==> src/hdl/bmp565_pkg.sv <==
// Shared constants and types for the BMP 24-bit to RGB565 stream decoder.
package bmp565_pkg;

    localparam logic [2:0] PH_IDLE   = 3'd0;
    localparam logic [2:0] PH_HEADER = 3'd1;
    localparam logic [2:0] PH_SKIP   = 3'd2;
    localparam logic [2:0] PH_PIXELS = 3'd3;
    localparam logic [2:0] PH_DONE   = 3'd4;

    localparam logic [2:0] KIND_PIXEL     = 3'd0;
    localparam logic [2:0] KIND_BAD_SIG   = 3'd1;
    localparam logic [2:0] KIND_BAD_FMT   = 3'd2;
    localparam logic [2:0] KIND_BAD_OFS   = 3'd3;
    localparam logic [2:0] KIND_OFFSCREEN = 3'd4;

    localparam logic [1:0] CFG_ORIGIN_X      = 2'd0;
    localparam logic [1:0] CFG_ORIGIN_Y      = 2'd1;
    localparam logic [1:0] CFG_SCREEN_WIDTH  = 2'd2;
    localparam logic [1:0] CFG_SCREEN_HEIGHT = 2'd3;

    localparam logic [11:0] SCREEN_WIDTH_RESET  = 12'd536;
    localparam logic [11:0] SCREEN_HEIGHT_RESET = 12'd240;

    localparam logic [5:0] HDR_SIGNATURE = 6'd1;
    localparam logic [5:0] HDR_OFFSET    = 6'd13;
    localparam logic [5:0] HDR_WIDTH     = 6'd21;
    localparam logic [5:0] HDR_HEIGHT    = 6'd25;
    localparam logic [5:0] HDR_PLANES    = 6'd27;
    localparam logic [5:0] HDR_BPP       = 6'd29;
    localparam logic [5:0] HDR_LAST      = 6'd33;

    localparam logic [31:0] HEADER_LEN    = 32'd34;
    localparam logic [15:0] BMP_SIGNATURE = 16'h4D42;
    localparam logic [15:0] BMP_PLANES    = 16'd1;
    localparam logic [15:0] BMP_BPP       = 16'd24;
    localparam logic [7:0]  RED_MASK      = 8'hF8;
    localparam logic [7:0]  GREEN_MASK    = 8'hFC;

    typedef struct packed {
        logic [2:0]  kind;
        logic [17:0] pixel_x;
        logic [17:0] pixel_y;
        logic [15:0] color;
        logic        in_view;
        logic        last;
    } res_t;

endpackage

==> src/hdl/bmp24_stream_to_rgb565_unit.sv <==
// Top level of the BMP 24-bit to RGB565 stream decoder.
//
// Usage:
//   s_* carries one byte of a BMP file per item in tdata; tuser marks the first
//   byte of a new file and restarts parsing. m_* carries one result per item:
//   tuser holds the kind (pixel or error code), tdata the pixel coordinate,
//   color and in-view flag, tlast the final pixel of an image or any error.
//   cfg_* writes origin_x, origin_y, screen_width and screen_height by index;
//   it is always ready; write it only while the block is idle, as the block does not enforce this.
//   Throughput is one byte per cycle while s_tready is high: each byte updates
//   counters and holding registers in the cycle it is accepted. A result is
//   registered onto m_* from the byte that causes it.
//   When the receiver stalls, one further result is held in a skid register;
//   s_tready drops only while that register is full, so bytes that make no
//   result and a single result keep flowing during a stall.
//   Reset (rst_n low) empties both result registers, returns the parser to
//   idle, and loads the register defaults: origin 0,0 and screen 536 by 240.
//   Bytes before the first file start are dropped.
module bmp24_stream_to_rgb565_unit
(
    input  logic        clk,
    input  logic        rst_n,
    input  logic        s_tvalid,
    output logic        s_tready,
    input  logic [7:0]  s_tdata,   // [7:0] data_byte
    input  logic        s_tuser,   // [0] file_start
    output logic        m_tvalid,
    input  logic        m_tready,
    output logic [55:0] m_tdata,   // [17:0] pixel_x, [35:18] pixel_y, [51:36] color,
                                   // [52] in_view, [55:53] zero
    output logic [2:0]  m_tuser,   // [2:0] kind
    output logic        m_tlast,
    input  logic        cfg_valid,
    output logic        cfg_ready,
    input  logic [1:0]  cfg_index,
    input  logic [15:0] cfg_data
);

    logic [15:0] origin_x_reg;
    logic [15:0] origin_y_reg;
    logic [11:0] screen_width_reg;
    logic [11:0] screen_height_reg;

    logic [2:0]  phase_reg, phase_next;
    logic [5:0]  header_count_reg, header_count_next;
    logic [31:0] stream_pos_reg, stream_pos_next;
    logic [31:0] data_offset_reg, data_offset_next;
    logic [15:0] image_width_reg, image_width_next;
    logic [15:0] image_height_reg, image_height_next;
    logic [31:0] header_word_reg, header_word_next;
    logic        format_ok_reg, format_ok_next;
    logic [15:0] row_index_reg, row_index_next;
    logic [15:0] col_index_reg, col_index_next;
    logic [1:0]  byte_in_pixel_reg, byte_in_pixel_next;
    logic [1:0]  pad_left_reg, pad_left_next;
    logic [7:0]  blue_hold_reg, blue_hold_next;
    logic [7:0]  green_hold_reg, green_hold_next;

    logic        out_valid_reg, skid_valid_reg;
    bmp565_pkg::res_t out_reg, skid_reg;

    logic        in_acc;
    logic        take;
    logic        origin_bad;
    logic        fs;
    logic [2:0]  cur_phase;
    logic [5:0]  cur_hc;
    logic [31:0] cur_hw;
    logic        cur_fmt;
    logic [31:0] cur_pos;
    logic [15:0] cur_row;
    logic [15:0] cur_col;
    logic [1:0]  cur_bip;
    logic [1:0]  cur_pad;
    logic        do_pixel;
    logic [17:0] px;
    logic [17:0] py;
    logic        end_row;
    logic        fin;
    logic        fmt_final;
    logic        res_valid;
    bmp565_pkg::res_t res;
    bmp565_pkg::res_t pix_res;

    assign cfg_ready = 1'b1;
    assign s_tready  = !skid_valid_reg;
    assign in_acc    = s_tvalid && s_tready;
    assign take      = out_valid_reg && m_tready;

    assign m_tvalid = out_valid_reg;
    assign m_tuser  = out_reg.kind;
    assign m_tlast  = out_reg.last;
    assign m_tdata  = {3'b000, out_reg.in_view, out_reg.color, out_reg.pixel_y, out_reg.pixel_x};

    assign origin_bad = (!origin_x_reg[15] && (origin_x_reg >= {4'b0000, screen_width_reg}))
                     || (!origin_y_reg[15] && (origin_y_reg >= {4'b0000, screen_height_reg}));
    assign fs = s_tuser && !origin_bad;

    assign cur_phase = fs ? bmp565_pkg::PH_HEADER : phase_reg;
    assign cur_hc    = fs ? 6'd0 : header_count_reg;
    assign cur_hw    = fs ? 32'd0 : header_word_reg;
    assign cur_fmt   = fs ? 1'b1 : format_ok_reg;
    assign cur_pos   = fs ? 32'd0 : stream_pos_reg;
    assign cur_row   = fs ? 16'd0 : row_index_reg;
    assign cur_col   = fs ? 16'd0 : col_index_reg;
    assign cur_bip   = fs ? 2'd0 : byte_in_pixel_reg;
    assign cur_pad   = fs ? 2'd0 : pad_left_reg;

    assign px = {{2{origin_x_reg[15]}}, origin_x_reg} + {2'b00, cur_col};
    assign py = {{2{origin_y_reg[15]}}, origin_y_reg} + {2'b00, image_height_reg}
              - 18'd1 - {2'b00, cur_row};
    assign end_row = ({1'b0, cur_col} + 17'd1) >= {1'b0, image_width_reg};
    assign fin     = end_row && (({1'b0, cur_row} + 17'd1) >= {1'b0, image_height_reg});

    always_comb
    begin
        pix_res.kind    = bmp565_pkg::KIND_PIXEL;
        pix_res.pixel_x = px;
        pix_res.pixel_y = py;
        pix_res.color   = {s_tdata & bmp565_pkg::RED_MASK, 8'h00}
                        | {5'b00000, green_hold_reg & bmp565_pkg::GREEN_MASK, 3'b000}
                        | {11'd0, blue_hold_reg[7:3]};
        pix_res.in_view = !px[17] && (px < {6'd0, screen_width_reg})
                       && !py[17] && (py < {6'd0, screen_height_reg});
        pix_res.last    = fin;
    end

    always_comb
    begin
        phase_next         = cur_phase;
        header_count_next  = cur_hc;
        stream_pos_next    = (cur_pos != 32'hFFFF_FFFF) ? cur_pos + 32'd1 : cur_pos;
        data_offset_next   = fs ? 32'd0 : data_offset_reg;
        image_width_next   = fs ? 16'd0 : image_width_reg;
        image_height_next  = fs ? 16'd0 : image_height_reg;
        header_word_next   = cur_hw;
        format_ok_next     = cur_fmt;
        row_index_next     = cur_row;
        col_index_next     = cur_col;
        byte_in_pixel_next = cur_bip;
        pad_left_next      = cur_pad;
        blue_hold_next     = fs ? 8'd0 : blue_hold_reg;
        green_hold_next    = fs ? 8'd0 : green_hold_reg;
        res_valid          = 1'b0;
        res                = '0;
        res.last           = 1'b1;
        do_pixel           = 1'b0;
        fmt_final          = cur_fmt;

        if (s_tuser && origin_bad)
        begin
            phase_next      = bmp565_pkg::PH_DONE;
            stream_pos_next = 32'd1;
            res_valid       = 1'b1;
            res.kind        = bmp565_pkg::KIND_OFFSCREEN;
        end
        else
        begin
            case (cur_phase)
                bmp565_pkg::PH_HEADER:
                begin
                    header_word_next  = {s_tdata, cur_hw[31:8]};
                    header_count_next = cur_hc + 6'd1;
                    case (cur_hc)
                        bmp565_pkg::HDR_SIGNATURE:
                        begin
                            if (header_word_next[31:16] != bmp565_pkg::BMP_SIGNATURE)
                            begin
                                phase_next = bmp565_pkg::PH_DONE;
                                res_valid  = 1'b1;
                                res.kind   = bmp565_pkg::KIND_BAD_SIG;
                            end
                        end
                        bmp565_pkg::HDR_OFFSET:
                            data_offset_next = header_word_next;
                        bmp565_pkg::HDR_WIDTH:
                            image_width_next = header_word_next[15:0];
                        bmp565_pkg::HDR_HEIGHT:
                            image_height_next = header_word_next[15:0];
                        bmp565_pkg::HDR_PLANES:
                        begin
                            if (header_word_next[31:16] != bmp565_pkg::BMP_PLANES)
                                format_ok_next = 1'b0;
                        end
                        bmp565_pkg::HDR_BPP:
                        begin
                            if (header_word_next[31:16] != bmp565_pkg::BMP_BPP)
                                format_ok_next = 1'b0;
                        end
                        bmp565_pkg::HDR_LAST:
                        begin
                            fmt_final      = cur_fmt && (header_word_next == 32'd0);
                            format_ok_next = fmt_final;
                            if (!fmt_final)
                            begin
                                phase_next = bmp565_pkg::PH_DONE;
                                res_valid  = 1'b1;
                                res.kind   = bmp565_pkg::KIND_BAD_FMT;
                            end
                            else if (data_offset_reg < bmp565_pkg::HEADER_LEN)
                            begin
                                phase_next = bmp565_pkg::PH_DONE;
                                res_valid  = 1'b1;
                                res.kind   = bmp565_pkg::KIND_BAD_OFS;
                            end
                            else if (image_width_reg == 16'd0 || image_height_reg == 16'd0)
                            begin
                                phase_next = bmp565_pkg::PH_DONE;
                            end
                            else
                            begin
                                row_index_next     = 16'd0;
                                col_index_next     = 16'd0;
                                byte_in_pixel_next = 2'd0;
                                pad_left_next      = 2'd0;
                                phase_next = (data_offset_reg == bmp565_pkg::HEADER_LEN)
                                           ? bmp565_pkg::PH_PIXELS : bmp565_pkg::PH_SKIP;
                            end
                        end
                        default:
                        begin
                        end
                    endcase
                end
                bmp565_pkg::PH_SKIP:
                begin
                    if (cur_pos == data_offset_reg)
                    begin
                        phase_next = bmp565_pkg::PH_PIXELS;
                        do_pixel   = 1'b1;
                    end
                end
                bmp565_pkg::PH_PIXELS:
                    do_pixel = 1'b1;
                default:
                begin
                end
            endcase

            if (do_pixel)
            begin
                if (cur_pad != 2'd0)
                begin
                    pad_left_next = cur_pad - 2'd1;
                end
                else if (cur_bip == 2'd0)
                begin
                    blue_hold_next     = s_tdata;
                    byte_in_pixel_next = 2'd1;
                end
                else if (cur_bip == 2'd1)
                begin
                    green_hold_next    = s_tdata;
                    byte_in_pixel_next = 2'd2;
                end
                else
                begin
                    byte_in_pixel_next = 2'd0;
                    res_valid          = 1'b1;
                    res                = pix_res;
                    if (fin)
                    begin
                        phase_next = bmp565_pkg::PH_DONE;
                    end
                    else if (end_row)
                    begin
                        col_index_next = 16'd0;
                        row_index_next = cur_row + 16'd1;
                        pad_left_next  = image_width_reg[1:0];
                    end
                    else
                    begin
                        col_index_next = cur_col + 16'd1;
                    end
                end
            end
        end
    end

    always_ff @(posedge clk or negedge rst_n)
    begin
        if (!rst_n)
        begin
            origin_x_reg      <= 16'd0;
            origin_y_reg      <= 16'd0;
            screen_width_reg  <= bmp565_pkg::SCREEN_WIDTH_RESET;
            screen_height_reg <= bmp565_pkg::SCREEN_HEIGHT_RESET;
        end
        else if (cfg_valid && cfg_ready)
        begin
            case (cfg_index)
                bmp565_pkg::CFG_ORIGIN_X:      origin_x_reg      <= cfg_data;
                bmp565_pkg::CFG_ORIGIN_Y:      origin_y_reg      <= cfg_data;
                bmp565_pkg::CFG_SCREEN_WIDTH:  screen_width_reg  <= cfg_data[11:0];
                bmp565_pkg::CFG_SCREEN_HEIGHT: screen_height_reg <= cfg_data[11:0];
                default:
                begin
                end
            endcase
        end
    end

    always_ff @(posedge clk or negedge rst_n)
    begin
        if (!rst_n)
        begin
            phase_reg         <= bmp565_pkg::PH_IDLE;
            header_count_reg  <= 6'd0;
            stream_pos_reg    <= 32'd0;
            data_offset_reg   <= 32'd0;
            image_width_reg   <= 16'd0;
            image_height_reg  <= 16'd0;
            header_word_reg   <= 32'd0;
            format_ok_reg     <= 1'b1;
            row_index_reg     <= 16'd0;
            col_index_reg     <= 16'd0;
            byte_in_pixel_reg <= 2'd0;
            pad_left_reg      <= 2'd0;
            blue_hold_reg     <= 8'd0;
            green_hold_reg    <= 8'd0;
        end
        else if (in_acc)
        begin
            phase_reg         <= phase_next;
            header_count_reg  <= header_count_next;
            stream_pos_reg    <= stream_pos_next;
            data_offset_reg   <= data_offset_next;
            image_width_reg   <= image_width_next;
            image_height_reg  <= image_height_next;
            header_word_reg   <= header_word_next;
            format_ok_reg     <= format_ok_next;
            row_index_reg     <= row_index_next;
            col_index_reg     <= col_index_next;
            byte_in_pixel_reg <= byte_in_pixel_next;
            pad_left_reg      <= pad_left_next;
            blue_hold_reg     <= blue_hold_next;
            green_hold_reg    <= green_hold_next;
        end
    end

    always_ff @(posedge clk or negedge rst_n)
    begin
        if (!rst_n)
        begin
            out_valid_reg  <= 1'b0;
            skid_valid_reg <= 1'b0;
        end
        else if (!out_valid_reg || take)
        begin
            if (skid_valid_reg)
            begin
                out_valid_reg  <= 1'b1;
                skid_valid_reg <= 1'b0;
            end
            else
            begin
                out_valid_reg <= in_acc && res_valid;
            end
        end
        else if (in_acc && res_valid)
        begin
            skid_valid_reg <= 1'b1;
        end
    end

    always_ff @(posedge clk)
    begin
        if (!out_valid_reg || take)
        begin
            if (skid_valid_reg)
                out_reg <= skid_reg;
            else if (in_acc && res_valid)
                out_reg <= res;
        end
        else if (in_acc && res_valid)
        begin
            skid_reg <= res;
        end
    end

endmodule

==> config.mk <==
export PLATFORM = sky130hd
export DESIGN_NAME = bmp24_stream_to_rgb565_unit
export DESIGN_NICKNAME = d
export VERILOG_FILES = /design/src/hdl/bmp565_pkg.sv /design/src/hdl/bmp24_stream_to_rgb565_unit.sv
export SDC_FILE = /design/constraint.sdc
export NUM_CORES = 1
export LEC_CHECK = 0
export ABC_CLOCK_PERIOD_IN_PS = 6360
export BUFFER_PORTS_ARGS = -buffer_cell sky130_fd_sc_hd__clkbuf_2
export CELL_PAD_IN_SITES_DETAIL_PLACEMENT = 0
export CELL_PAD_IN_SITES_GLOBAL_PLACEMENT = 1
export CORE_MARGIN = 3
export CORE_UTILIZATION = 46
export CTS_BUF_LIST = sky130_fd_sc_hd__clkbuf_8
export CTS_CLUSTER_SIZE = 16
export DETAILED_ROUTE_END_ITERATION = 8
export GPL_TIMING_DRIVEN = 1
export PLACE_DENSITY = 0.83
export SLEW_MARGIN = 5
export SYNTH_ARGS = -nofsm -noshare
export SYNTH_HDL_FRONTEND = slang
export SYNTH_SLANG_ARGS = --single-unit
==> constraint.sdc <==
create_clock -name clk -period 6.36 [get_ports clk]
set_input_delay 1.908 -clock clk [delete_from_list [all_inputs] [get_ports clk]]
set_output_delay 1.908 -clock clk [all_outputs]
set_load 0.05 [all_outputs]
# After elaboration in Yosys (flattened, before gate mapping)
# Index checks and enable logic that the tools add are counted.
# op_classes
add_sub_neg	11
order_cmp	7
n_eq_ne	20
muxes	132
n_bitwise	3
reduce_logical	36
# ops
operator	n
$mux W16	34
$mux W57	6
$mux W32	10
$mux W8	11
$mux W2	27
$mux W54	1
$mux W3	13
$add A16 B17 Y18	2
$lt A18 B12 Y1	2
$add A16 B1 Y17 const B	2
$ge A17 B16 Y1	2
$add A16 B1 Y16 const B	2
$add A32 B1 Y32 const B	1
$eq A32 B32 Y1	1
$eq A32 B6 Y1 const B	1
$ge A16 B12 Y1	2
$logic_not A16 Y1	2
$logic_not A32 Y1	1
$lt A32 B6 Y1 const B	1
$ne A32 B32 Y1 const B	1
$eq A6 B5 Y1 const B	4
$mux W1	21
$mux W6	3
$sub A18 B1 Y18 const B	1
other kinds (26)	58
# word_totals
reg_bits	362
inputBits	32
out_inout_bits	63
wordCells	241

# Depth between registers and ports, before layout
# depth
word_depth	19
mapped_depth	34
ltp_nobuf	29

# Worst setup path before layout
# OpenSTA, ideal clock, no wires.
# synth_timing
path_type	input-to-reg
start	input port s_tuser
end	register out_reg (netlist bit m_tdata[52]) (data pin)
setup_ps	132
t_arrival_ps	7107
required_time_ps	6228
path_slack_ps	-879
stages	29
path_buffers	6
path_cell_list	buf_2 > nand3_1 > buf_2 > clkbuf_1 > clkbuf_1 > clkbuf_1 > clkbuf_1 > and2_1 > fa_1 > inv_1 > ha_1 > inv_1 > fa_1 > nor2b_1 > o21ai_0 > a21boi_0 > or2_2 > nand3_1 > and3b_1 > xnor2_1 > ha_1 > a22oi_1 > nand4_1 > a31oi_1 > nand3_1 > nor3_1 > nand4_1 > nor4_2 > a22o_1
# synth_between
elab_chain_len	14
elab_cells_between_ends	33
classes_between	add/sub: 2; order compare: 2; eq/ne: 4; mux: 16; reduce/logical: 9
# synth_lines
item	line_no	source
start, declared	bmp24_stream_to_rgb565_unit.sv:26	input logic s_tuser,
$logic_and A1 B1 Y1	bmp24_stream_to_rgb565_unit.sv:97	assign fs = s_tuser && !origin_bad;
$mux W16	bmp24_stream_to_rgb565_unit.sv:105	assign cur_col = fs ? 16'd0 : col_index_reg;
$add A16 B17 Y18	bmp24_stream_to_rgb565_unit.sv:109	assign px = {{2{origin_x_reg[15]}}, origin_x_reg} + {2'b00, cur_col};
$lt A18 B12 Y1 / $logic_not A1 Y1 (equally long branches)	bmp24_stream_to_rgb565_unit.sv:123	pix_res.in_view = !px[17] && (px < {6'd0, screen_width_reg})
$logic_and A1 B1 Y1	bmp24_stream_to_rgb565_unit.sv:123	
$logic_and A1 B1 Y1 (2 in a row)	bmp24_stream_to_rgb565_unit.sv:124	&& !py[17] && (py < {6'd0, screen_height_reg});
$mux W57	bmp24_stream_to_rgb565_unit.sv:251	else if (cur_bip == 2'd1)
$mux W57	bmp24_stream_to_rgb565_unit.sv:246	else if (cur_bip == 2'd0)
$mux W57	bmp24_stream_to_rgb565_unit.sv:242	if (cur_pad != 2'd0)
$mux W57	bmp24_stream_to_rgb565_unit.sv:240	if (do_pixel)
$mux W54 *	bmp24_stream_to_rgb565_unit.sv:150	if (s_tuser && origin_bad)
$mux W57 *	bmp24_stream_to_rgb565_unit.sv:372	else if (in_acc && res_valid)
$mux W57 *	bmp24_stream_to_rgb565_unit.sv:370	if (skid_valid_reg)
end signal, assigned	bmp24_stream_to_rgb565_unit.sv:371	out_reg <= skid_reg;
end signal, assigned	bmp24_stream_to_rgb565_unit.sv:373	out_reg <= res;
end, declared	bmp24_stream_to_rgb565_unit.sv:60	bmp565_pkg::res_t out_reg, skid_reg;
# Every way passes the cells marked *; elsewhere a longest branch is shown, timed or not. The select of a mux whose other input is x is not followed.
# A chain may end at the register's enable or synchronous reset.

# Worst setup path after layout
# layout_timing
start	register screen_width_reg[9]
end	register out_reg (netlist bit m_tdata[52]) (data pin)
# layout_between
elab_chain_len	18
elab_cells_between_ends	37
classes_between	add/sub: 2; order compare: 3; eq/ne: 4; mux: 16; reduce/logical: 12
# layout_lines
item	line_no	source
start, declared	bmp24_stream_to_rgb565_unit.sv:41	logic [11:0] screen_width_reg;
start signal, assigned	bmp24_stream_to_rgb565_unit.sv:286	screen_width_reg <= bmp565_pkg::SCREEN_WIDTH_RESET;
start signal, assigned	bmp24_stream_to_rgb565_unit.sv:294	bmp565_pkg::CFG_SCREEN_WIDTH: screen_width_reg <= cfg_data[11:0];
$ge A16 B12 Y1	bmp24_stream_to_rgb565_unit.sv:95	assign origin_bad = (!origin_x_reg[15] && (origin_x_reg >= {4'b0000, screen_width_reg}))
$logic_and A1 B1 Y1	bmp24_stream_to_rgb565_unit.sv:95	
$logic_or A1 B1 Y1	bmp24_stream_to_rgb565_unit.sv:96	|| (!origin_y_reg[15] && (origin_y_reg >= {4'b0000, screen_height_reg}));
$logic_not A1 Y1	bmp24_stream_to_rgb565_unit.sv:97	
$logic_and A1 B1 Y1	bmp24_stream_to_rgb565_unit.sv:97	
$mux W16	bmp24_stream_to_rgb565_unit.sv:105	
$add A16 B17 Y18	bmp24_stream_to_rgb565_unit.sv:109	
$lt A18 B12 Y1 / $logic_not A1 Y1 (equally long branches)	bmp24_stream_to_rgb565_unit.sv:123	
$logic_and A1 B1 Y1	bmp24_stream_to_rgb565_unit.sv:123	
$logic_and A1 B1 Y1 (2 in a row)	bmp24_stream_to_rgb565_unit.sv:124	
$mux W57	bmp24_stream_to_rgb565_unit.sv:251	
$mux W57	bmp24_stream_to_rgb565_unit.sv:246	
$mux W57	bmp24_stream_to_rgb565_unit.sv:242	
$mux W57	bmp24_stream_to_rgb565_unit.sv:240	
$mux W54 *	bmp24_stream_to_rgb565_unit.sv:150	
$mux W57 *	bmp24_stream_to_rgb565_unit.sv:372	
$mux W57 *	bmp24_stream_to_rgb565_unit.sv:370	
# Marked as above.

==> impl_metrics.py <==
metrics = {
    "pwr": {
        "switching_power_mw": 2.63,
        "switching_share_pct": 36.6,
        "sequentialPowerShare_pct": 40.2,
        "p_comb_share_pct": 30.1,
        "clkPwrFrac_pct": 29.7,
        "p_leak_nw": 10.3,
        "ir_worst_vdd_mv": 0.169,
        "power_mw": 7.20,
        "p_int_mw": 4.56,
        "power.density_nw_per_um2": 310,
    },
    "worst_setup_path": {
        "slowest_stage": "dfstp_2",
        "crit_path_end_kind": "flip-flop",
        "path_max_fanout": 5,
        "path_class": "reg -> reg",
        "slowest_delay_ps": 530,
        "worstSetupStartpointType": "flip-flop",
        "crit_required_ps": 6880,
        "critical_path_arrival_ps": 6520,
    },
    "global_route": {
        "grt_pass1_wl_um": 91100,
        "grt_usage_pct": 24.3,
        "grt_start_max_net_pins": 109,
        "antenna_found_initial": 2,
        "grt_pass1_vias": 16300,
        "overflow": 0,
    },
    "clock_network": {
        "cts_tree": "done",
        "cts_hold_buf": 0,
        "clk_pin_slew_worst_paths_ps": 70,
        "clk_latency_ps": 660,
        "cts_buffer_depth": 3,
        "cts_buffers": 58,
        "cts_max_level": 2,
        "clock_sinks": 349,
        "clock-root-buffer": "clkbuf_8",
    },
    "detailed_routing": {
        "post_drt_wl_per_cell_um": 20.3,
        "initialDrtViolationCount": 1469,
        "via_per_inst": 5.87,
        "routed_wl_um": 57700,
        "antenna_left": 0,
        "drtPass1Iterations": 5,
        "drc": 0,
        "dr_total_vias": 16600,
    },
    "logic_synthesis": {
        "syn_area_sq_um": 20500,
        "synthSimpleGateAreaFrac_pct": 17.0,
        "ys.flop_type": "dfrtp_1",
        "ys_warn_count": 0,
        "synth_compound_area_share_pct": 14.8,
        "synthMuxAreaShare_pct": 6.56,
        "ys_types": 85,
        "synth_fa_ha_area_share_pct": 8.80,
        "postSynthCellCount": 2072,
        "ys_ff_latch": 349,
        "seq_area_frac_synth_pct": 45.5,
        "synth_enable_flop_cells": 114,
        "synth_xor_area_share_pct": 2.53,
        "ys_async_sr_fraction_pct": 67.3,
        "syn_avg_cell_area_sq_um": 9.87,
        "synth_top_family_by_area": "simple AND/OR/NAND/NOR gates",
    },
    "timing": {
        "max_clock_freq_ghz": 0.166,
        "setup_total_negative_slack_ps": 0,
        "finalSetupViolCount": 0,
        "finClkSkew_ps": 25.2,
        "worst_slew_pin_slew_ps": 1260,
        "hold_viol": 0,
        "slew_headroom_pct": 15.9,
        "period_minus_slack_ps": 6010,
        "layout_worst_path_cycle_share_pct": 94.4,
        "slew_viol_final": 0,
    },
    "floorplan": {
        "fp.dieArea_sq_um": 47000,
        "die_width_um": 217,
        "die_h_um": 217,
        "ioPinCount": 95,
        "num_rows": 76,
        "core-area_sq_um": 43500,
        "initial_core_util_pct": 47.1,
    },
    "place": {
        "post-place-cells": 2723,
        "port_buffers": 90,
        "gp_congestion": 0.942,
        "place_hpwl_um": 42300,
        "placed_area_sq_um": 21800,
    },
    "final_layout": {
        "synthToLayoutAreaGrowth_pct": 13.6,
        "final_cells": 2835,
        "final_area_sq_um": 23200,
        "drive_above_1_share_pct": 18.7,
        "nFillCells": 3898,
        "largest_reg_flops": 57,
        "final_nets": 2366,
    },
    "run": {
        "drv_cap": 0,
    },
    "run_status": {
        "status": "completed",
    },
    "hold_path": {
        "hp-class": "reg -> reg",
    },
}
## per-stage QoR
step                hold WS (ps)  utilization, %  setup slack [ps]
floorplan                    450               -              2.17
global placement             464            50.3               215
detailed placement           494            50.3              91.3
CTS                          506            53.2               214
global route                 520            53.5             -45.1
finish                       505            53.5               353
## Yosys cell counts (9+ instances only)
| master | count | area, sq um |
|---|---|---|
| nand4_1 | 37 | 231 |
| xor2_1 | 21 | 184 |
| and2_1 | 64 | 400 |
| nor2_1 | 141 | 529 |
| o22ai_1 | 22 | 138 |
| o21ai_0 | 108 | 541 |
| xnor2_1 | 38 | 333 |
| and3_1 | 21 | 131 |
| clkbuf_1 | 63 | 236 |
| nand2b_1 | 12 | 75.1 |
| a22o_1 | 37 | 324 |
| inv_1 | 159 | 597 |
| mux2i_1 | 17 | 170 |
| a32o_1 | 9 | 90.1 |
| a221oi_1 | 12 | 105 |
| a21oi_1 | 65 | 325 |
| nor2b_1 | 19 | 119 |
| dfrtp_1 | 227 | 5680 |
| nor4_1 | 31 | 194 |
| o31ai_1 | 34 | 255 |
| a211oi_1 | 12 | 90.1 |
| o21ai_1 | 10 | 50.1 |
| a31oi_1 | 14 | 87.6 |
| buf_2 | 12 | 60.1 |
| buf_1 | 9 | 33.8 |
| o211ai_1 | 14 | 105 |
| ha_1 | 115 | 1440 |
| fa_1 | 18 | 360 |
| mux2_2 | 104 | 1170 |
| nand3_1 | 87 | 435 |
| nand2_1 | 221 | 830 |
| a21o_1 | 28 | 210 |
| edfxtp_1 | 114 | 3420 |
| nor3_1 | 45 | 225 |
| or3_1 | 9 | 56.3 |
## metal layers
| metal | part of all wire, % | track usage, % | vias to the layer above | wire length (um) |
|---|---|---|---|---|
| li1 | - | - | 7748 | - |
| met1 | 45 | 35.2 | 8244 | 26200 |
| met2 | 45 | 38.2 | 538 | 26200 |
| met3 | 7.0 | 3.99 | 100 | 4030 |
| met4 | 2.2 | 6.46 | 0 | 1260 |
| met5 | 0 | 0 | - | 0 |
## worst max-delay path, delay by kind of cell, from the launching register on
kind / cells / cell delay, ps
AOI/OAI and AO/OA: 9 / 1560
xor gates and xnor gates: 1 / 160
adders and majority gates: 5 / 1650
buffers and inverters: 3 / 200
DFF: 1 / 530
and+or+nand+nor: 11 / 1760
## cell type report
class / count / area, sq um / share of cell area, %
Tap cell: 585 / 732 / 3.15
Sequential cell: 349 / 9310 / 40.1
Timing Repair Buffer: 156 / 985 / 4.24
Antenna cell: 1 / 2.50 / 0.0108
Clock buffer: 72 / 991 / 4.26
Inverter: 163 / 612 / 2.63
Multi-Input combinational cell: 1473 / 10300 / 44.5
Clock inverter: 36 / 267 / 1.15
## kinds of logic (layout without fill, tap and decap cells)
group	Yosys count	in the layout
and+or+nand+nor	715	715
AOI/OAI and AO/OA	441	441
DFF	349	349
buffers and inverters	252	427
adders and majority gates	133	133
muxes	121	121
xor gates and xnor gates	59	59
other	2	5
## worst paths after layout
kind	from	to	slack (ps)	cells past startpoint
max in group asynchronous	rst_n	col_index_reg[4]	3710	2
min in group asynchronous	rst_n	green_hold_reg[6]	1330	1
worst min-delay path	header_count_reg[0]	header_count_reg[0]	500	2
worst max-delay path	screen_width_reg[9]	m_tdata[52]	350	29
worst min register to register	header_count_reg[0]	header_count_reg[0]	500	2
worst max register to register	screen_width_reg[9]	m_tdata[52]	350	29
## layout by cell type, fill, tap and decap left out, types with 11 or more instances in the layout
cell | netlist | routed
dfrtp_1 | 227 | 227
nand2_1 | 221 | 221
inv_1 | 159 | 178
nor2_1 | 141 | 138
ha_1 | 115 | 114
edfxtp_1 | 114 | 114
mux2_2 | 104 | 104
o21ai_0 | 108 | 103
clkbuf_2 | 0 | 89
nand3_1 | 87 | 85
clkbuf_8 | 0 | 72
a21oi_1 | 65 | 63
buf_4 | 5 | 63
and2_1 | 64 | 62
nor3_1 | 45 | 42
nand4_1 | 37 | 37
a22o_1 | 37 | 37
xnor2_1 | 38 | 36
o31ai_1 | 34 | 34
nor4_1 | 31 | 30
a21o_1 | 28 | 28
o22ai_1 | 22 | 22
xor2_1 | 21 | 21
and3_1 | 21 | 20
nor2b_1 | 19 | 17
mux2i_1 | 17 | 17
fa_1 | 18 | 17
o211ai_1 | 14 | 14
o21ai_1 | 10 | 14
a31oi_1 | 14 | 14
nand2b_1 | 12 | 12
a221oi_1 | 12 | 11
## power by group through the flow
stage          registers, mW  logic (mW)  clock network, mW
3_5_place_dp            2.92        2.08                  0
5_1_grt                 2.92        2.37               2.28
3_3_place_gp            2.92        2.04                  0
4_1_cts                 2.88        2.09               2.18
6_report                2.89        2.17               2.14
2_1_floorplan           2.93        1.29                  0
## what timing repair did
item,4_1_cts,5_1_grt
endpoints found under the setup margin,0,6
resized for setup,0,28
setup buffers,0,3
Note: power is estimated with default switching activity, not from simulation.
